<file path="src/rtl/hs_pkg.sv">
package hs_pkg;

    localparam int VAL_W  = 32;
    localparam int STAT_W = 2;

    localparam logic [STAT_W-1:0] STAT_OK       = 2'd0;
    localparam logic [STAT_W-1:0] STAT_EMPTY    = 2'd1;
    localparam logic [STAT_W-1:0] STAT_OVERFLOW = 2'd2;

    typedef enum logic [4:0] {
        CMD_NONE,
        CMD_LOAD,
        CMD_OVERFLOW,
        CMD_EMPTY,
        CMD_SORT_START,
        CMD_BUILD_RD,
        CMD_CUR_TAKE,
        CMD_LEFT,
        CMD_RIGHT,
        CMD_CMP,
        CMD_DECIDE,
        CMD_X_RD,
        CMD_X_ROOT,
        CMD_X_LAST,
        CMD_SORT_END,
        CMD_FETCH_RD,
        CMD_FETCH_TAKE,
        CMD_EMIT
    } hs_cmd_t;

    typedef struct packed {
        logic load_op;
        logic draining;
        logic count_zero;
        logic full;
        logic k_zero;
        logic hs_gt1;
        logic left_in;
        logic right_in;
        logic child_big;
        logic out_free;
    } hs_stat_t;

endpackage

</file>
<file path="src/rtl/hs_ctrl.sv">
module hs_ctrl
    import hs_pkg::*;
(
    input  logic     clk,
    input  logic     rst_n,
    input  logic     s_axis_tvalid,
    output logic     s_axis_tready,
    input  hs_stat_t stat,
    output hs_cmd_t  cmd
);

    typedef enum logic [11:0] {
        S_IDLE   = 12'b0000_0000_0001,
        S_BUILD  = 12'b0000_0000_0010,
        S_CUR    = 12'b0000_0000_0100,
        S_LEFT   = 12'b0000_0000_1000,
        S_RIGHT  = 12'b0000_0001_0000,
        S_CMP    = 12'b0000_0010_0000,
        S_DECIDE = 12'b0000_0100_0000,
        S_XNEXT  = 12'b0000_1000_0000,
        S_XROOT  = 12'b0001_0000_0000,
        S_XLAST  = 12'b0010_0000_0000,
        S_FETCH  = 12'b0100_0000_0000,
        S_EMIT   = 12'b1000_0000_0000
    } state_t;

    state_t state_reg, state_next;
    logic   build_reg, build_next;
    state_t sink_ret;

    assign s_axis_tready = (state_reg == S_IDLE);
    assign sink_ret      = build_reg ? S_BUILD : S_XNEXT;

    always_comb
    begin
        state_next = state_reg;
        build_next = build_reg;
        cmd        = CMD_NONE;
        case (state_reg)
            S_IDLE:
            begin
                if (s_axis_tvalid)
                begin
                    if (stat.load_op)
                    begin
                        if (stat.draining || !stat.full)
                        begin
                            cmd = CMD_LOAD;
                        end
                        else
                        begin
                            cmd        = CMD_OVERFLOW;
                            state_next = S_EMIT;
                        end
                    end
                    else if (stat.draining)
                    begin
                        cmd        = CMD_FETCH_RD;
                        state_next = S_FETCH;
                    end
                    else if (stat.count_zero)
                    begin
                        cmd        = CMD_EMPTY;
                        state_next = S_EMIT;
                    end
                    else
                    begin
                        cmd        = CMD_SORT_START;
                        build_next = 1'b1;
                        state_next = S_BUILD;
                    end
                end
            end
            S_BUILD:
            begin
                if (stat.k_zero)
                begin
                    build_next = 1'b0;
                    state_next = S_XNEXT;
                end
                else
                begin
                    cmd        = CMD_BUILD_RD;
                    state_next = S_CUR;
                end
            end
            S_CUR:
            begin
                cmd        = CMD_CUR_TAKE;
                state_next = S_LEFT;
            end
            S_LEFT:
            begin
                cmd        = CMD_LEFT;
                state_next = stat.left_in ? S_RIGHT : sink_ret;
            end
            S_RIGHT:
            begin
                cmd        = CMD_RIGHT;
                state_next = stat.right_in ? S_CMP : S_DECIDE;
            end
            S_CMP:
            begin
                cmd        = CMD_CMP;
                state_next = S_DECIDE;
            end
            S_DECIDE:
            begin
                cmd        = CMD_DECIDE;
                state_next = stat.child_big ? S_LEFT : sink_ret;
            end
            S_XNEXT:
            begin
                if (stat.hs_gt1)
                begin
                    cmd        = CMD_X_RD;
                    state_next = S_XROOT;
                end
                else
                begin
                    cmd        = CMD_SORT_END;
                    state_next = S_FETCH;
                end
            end
            S_XROOT:
            begin
                cmd        = CMD_X_ROOT;
                state_next = S_XLAST;
            end
            S_XLAST:
            begin
                cmd        = CMD_X_LAST;
                state_next = S_LEFT;
            end
            S_FETCH:
            begin
                cmd        = CMD_FETCH_TAKE;
                state_next = S_EMIT;
            end
            S_EMIT:
            begin
                if (stat.out_free)
                begin
                    cmd        = CMD_EMIT;
                    state_next = S_IDLE;
                end
            end
            default:
            begin
                state_next = S_IDLE;
                build_next = 1'b0;
            end
        endcase
    end

    always_ff @(posedge clk or negedge rst_n)
    begin
        if (!rst_n)
        begin
            state_reg <= S_IDLE;
            build_reg <= 1'b0;
        end
        else
        begin
            state_reg <= state_next;
            build_reg <= build_next;
        end
    end

endmodule

</file>
<file path="config.mk">
export PLATFORM = sky130hd
export DESIGN_NAME = hs_ctrl
export DESIGN_NICKNAME = d
export VERILOG_FILES = /design/src/rtl/hs_pkg.sv /design/src/rtl/hs_ctrl.sv
export SDC_FILE = /design/constraint.sdc
export NUM_CORES = 1
export LEC_CHECK = 0
export BUFFER_PORTS_ARGS = -buffer_cell sky130_fd_sc_hd__buf_4
export CAP_MARGIN = 20
export CORE_ASPECT_RATIO = 0.75
export CORE_MARGIN = 5
export CORE_UTILIZATION = 45
export CTS_BUF_LIST = sky130_fd_sc_hd__clkbuf_2
export CTS_CLUSTER_DIAMETER = 100
export DETAILED_ROUTE_END_ITERATION = 12
export PLACE_DENSITY = 0.78
export SETUP_SLACK_MARGIN = 0.4
export SLEW_MARGIN = 40
export SYNTH_ARGS = -nofsm -noshare
export SYNTH_HDL_FRONTEND = slang
export SYNTH_SLANG_ARGS = --single-unit
</file>
<file path="constraint.sdc">
create_clock -name clk -period 6 [get_ports clk]
set_clock_uncertainty 0.2 [all_clocks]
set_input_delay 0.6 -clock clk [delete_from_list [all_inputs] [get_ports clk]]
set_output_delay 0.6 -clock clk [all_outputs]
set_load 0.1 [all_outputs]
</file>
==> summary.md <==
| Metric | Value |
|---|---|
| Status | `complete, no violations` |
| Final period util | `~57%` |
| Yosys top cell area share | `about 29%` |
| Grt total ovfl | `0` |
| Post-route cell area | `0.00120 mm2` |
| Post-synthesis cell type count | `42` |
| RR Endpoint | `state_reg[10]` |
| DIE AREA | `roughly 0.0034 mm2` |
| Worst setup path startpoint | `state_reg[5]` |
| Post-synthesis async set-or-reset flop share | `between 90% and 100%` |
| Diode count | `0` |
| Worst-path fanout max | `12` |
| Vias/cell | `roughly 6.5` |
| Final setup viols | `0` |
| Setup_tns | `0 ns` |
| RR Startpoint | `state_reg[5]` |
| HP Class | `primary input to flip-flop` |
| Detailed Place HPWL | `about 2.1 mm` |
| Top FF cell, synth | `dfrtp_1` |
| DR WL/cell | `about 17 um` |
| Vert. Die Dim | `between 50 and 60 um` |
| Total track usage | `roughly 18%` |
| WL final | `around 2.8 mm` |
| Worst Reg-to-Reg Cells | `5` |
| Minimum clock period | `3.41 ns` |
| PwrDens | `about 360 mW/mm2` |
| Routability Congestion | `approximately 0.95` |
| Initial DRT Pass Iterations | `7` |
| Core Region | `roughly 0.0023 mm2` |
| Seq/Total Area, Yosys | `a little under a third` |
| Fin. Hold Viols | `0` |
| Type of destination of the critical path | `primary output` |
| Die width | `around 65 um` |
| 1st-iter DRT viols | `approximately 170` |
| Largest area contributor in the netlist | `dfrtp_1` |
| Setup bufs post-CTS | `0` |
| Vias | `1097` |
| Top post-synthesis cells by area | `dfrtp_1, nand4_1, nor4_4, nor2_1, nand3_1` |
| CTS tree | `built` |
| Initial antenna violation count | `0` |
| End of the critical path | `cmd[0]` |
| Unrepaired setup endpoints after global routing | `false` |
| Row cnt | `15` |
| Lkg Pwr | `0.000562 uW` |
| Fraction of layout cells with a size suffix above 1 | `a little over 20%` |
| Max-cap violations | `0` |
| #FFs+latches synth | `13` |
| Num ports | `19` |
| Longest Clk Path Bufs | `2` |
| Vias in the first global route | `952` |
| Sink Count | `13` |
| Mapped Cells | `roughly 130` |
| R2r setup slk | `about 3.7 ns` |
| Worst IR Drop VDD | `roughly 170 uV` |
| Max H-tree Level | `1` |
| Cts bufs inserted | `3` |
| Starting Density | `a little under half` |
| Fin nets | `between 150 and 200` |
| Area grow syn2layout | `16.6%` |
| Cell Area, Synth | `~0.0010 mm2` |
| Slew @ Worst Pin | `approximately 0.63 ns` |
| First-pass GRT wire length | `between 4 and 5 mm` |
| DRC Markers | `0` |
| Largest register FFs | `12` |
| Clk_lat worst skew | `~0.29 ns` |
| Final hold slack | `~0.32 ns` |
| Port buffer count | `18` |
| Worst Path Required | `5.20 ns` |
| Slew HR | `~58%` |
| Syn avg cell area | `8.20 um2` |
| Root Buffer | `clkbuf_2` |
| Synth Net Count | `between 100 and 150` |
| Startpoint types | `flip-flop` |
| WP data arrival | `2.61 ns` |
| Critical path type | `flip-flop to primary output` |
| Slew Viols, Final | `0` |
| Post-place instance area | `0.00117 mm2` |
| Clock slew at reported path FFs | `roughly 0.13 ns` |
| Pin count of the biggest net entering global routing | `14` |
| Post-synth EDFFs | `0` |
| FMAX | `approximately 300 MHz` |
| ANT nets after route | `0` |
| Synth warnings | `0` |
## Yosys cell counts, types with 2 or more instances
master	n
dfrtp_1	12
nor2_1	11
inv_1	10
nand2_1	10
nand3_1	8
a21oi_1	7
nand4_1	7
nand2b_1	5
nor2b_1	5
nor3_1	5
o21ai_0	4
buf_2	3
nor3b_1	3
xor2_1	3
a22oi_1	2
nor4_1	2
nor4_4	2
o31ai_1	2
o32ai_1	2
## logic make-up after synthesis
family,synth area share (%)
flip-flops,31.6
AND/OR/NAND/NOR,42.1
buffers and inverters,6.90
XOR/XNOR,3.39
AO/OA/AOI/OAI,16.0
## worst min-delay path by stage
stage | cells past startpoint | endpoint | slack, ns | startpoint
finish | 3 | state_reg[5] | 0.32 | stat[2]
global route | 3 | state_reg[5] | 0.29 | stat[2]
CTS | 3 | state_reg[5] | 0.31 | stat[2]
detailed placement | 1 | state_reg[8] | 0.26 | rst_n
global placement | 1 | state_reg[8] | 0.25 | rst_n
floorplan | 0 | build_reg | 0.10 | rst_n
## routing by layer
layer / vias to the layer above / GRT usage [%] / wire, um
met5: - / 0 / 0
met4: 0 / 5.52 / 50
met2: 67 / 26.2 / 1250
li1: 503 / - / -
met1: 521 / 24.6 / 1190
met3: 6 / 5.83 / 321
## layout by cell type (no fill, tap or decap), drive strengths merged, types with 2 or more instances in the layout
| master | synthesis | routed |
|---|---|---|
| buf | 5 | 18 |
| dfrtp | 12 | 12 |
| nor2 | 11 | 11 |
| nand2 | 11 | 11 |
| inv | 10 | 10 |
| nand3 | 9 | 9 |
| a21oi | 7 | 7 |
| nand4 | 7 | 7 |
| nor2b | 5 | 5 |
| nand2b | 5 | 5 |
| nor3 | 5 | 5 |
| nor4 | 5 | 5 |
| o21ai | 4 | 4 |
| xor2 | 3 | 3 |
| nor3b | 3 | 3 |
| clkbuf | 0 | 3 |
| a22oi | 2 | 2 |
| o31ai | 2 | 2 |
| o32ai | 2 | 2 |
| and4 | 2 | 2 |
## critical path, stage by stage, from the launching register on
cell and delay, ns:
dfrtp_1 0.49, nor4_4 0.64, and4_1 0.49, nand2_4 0.08, a311o_1 0.27, nand3_1 0.08, buf_4 0.29
## report_power, final
part	total, uW	switching [uW]	leakage [uW]	internal [uW]
clock	47.7	32.7	0.0000164	15.1
combinational	264	190	0.000369	74.4
sequential	117	17.3	0.000177	99.4
## repair_timing
item	in CTS	in global routing
gates resized for setup	0	0
endpoints found under the hold margin	12	0
hold buffers	1	0
## stage by stage
stage          power (uW)  cells  setup slack (ns)  util (%)
2_1_floorplan         328    126              1.43         -
3_3_place_gp          374    164              2.81      51.8
3_5_place_dp          376    164              2.69      51.8
4_1_cts               425    169              2.36      53.1
5_1_grt               450    169              2.42      53.5
6_report              429    169              2.59      53.5
## layout make-up
cell class                 count  area, um2
clock buffer                   3       15.0
clock inverter                 1       5.00
fill                         217       1050
inverter                      10       37.5
multi-input combinational     98        644
sequential                    13        327
tap                           25       31.3
timing repair buffer          19        145
No activity file was read; power rests on OpenSTA's default activity.
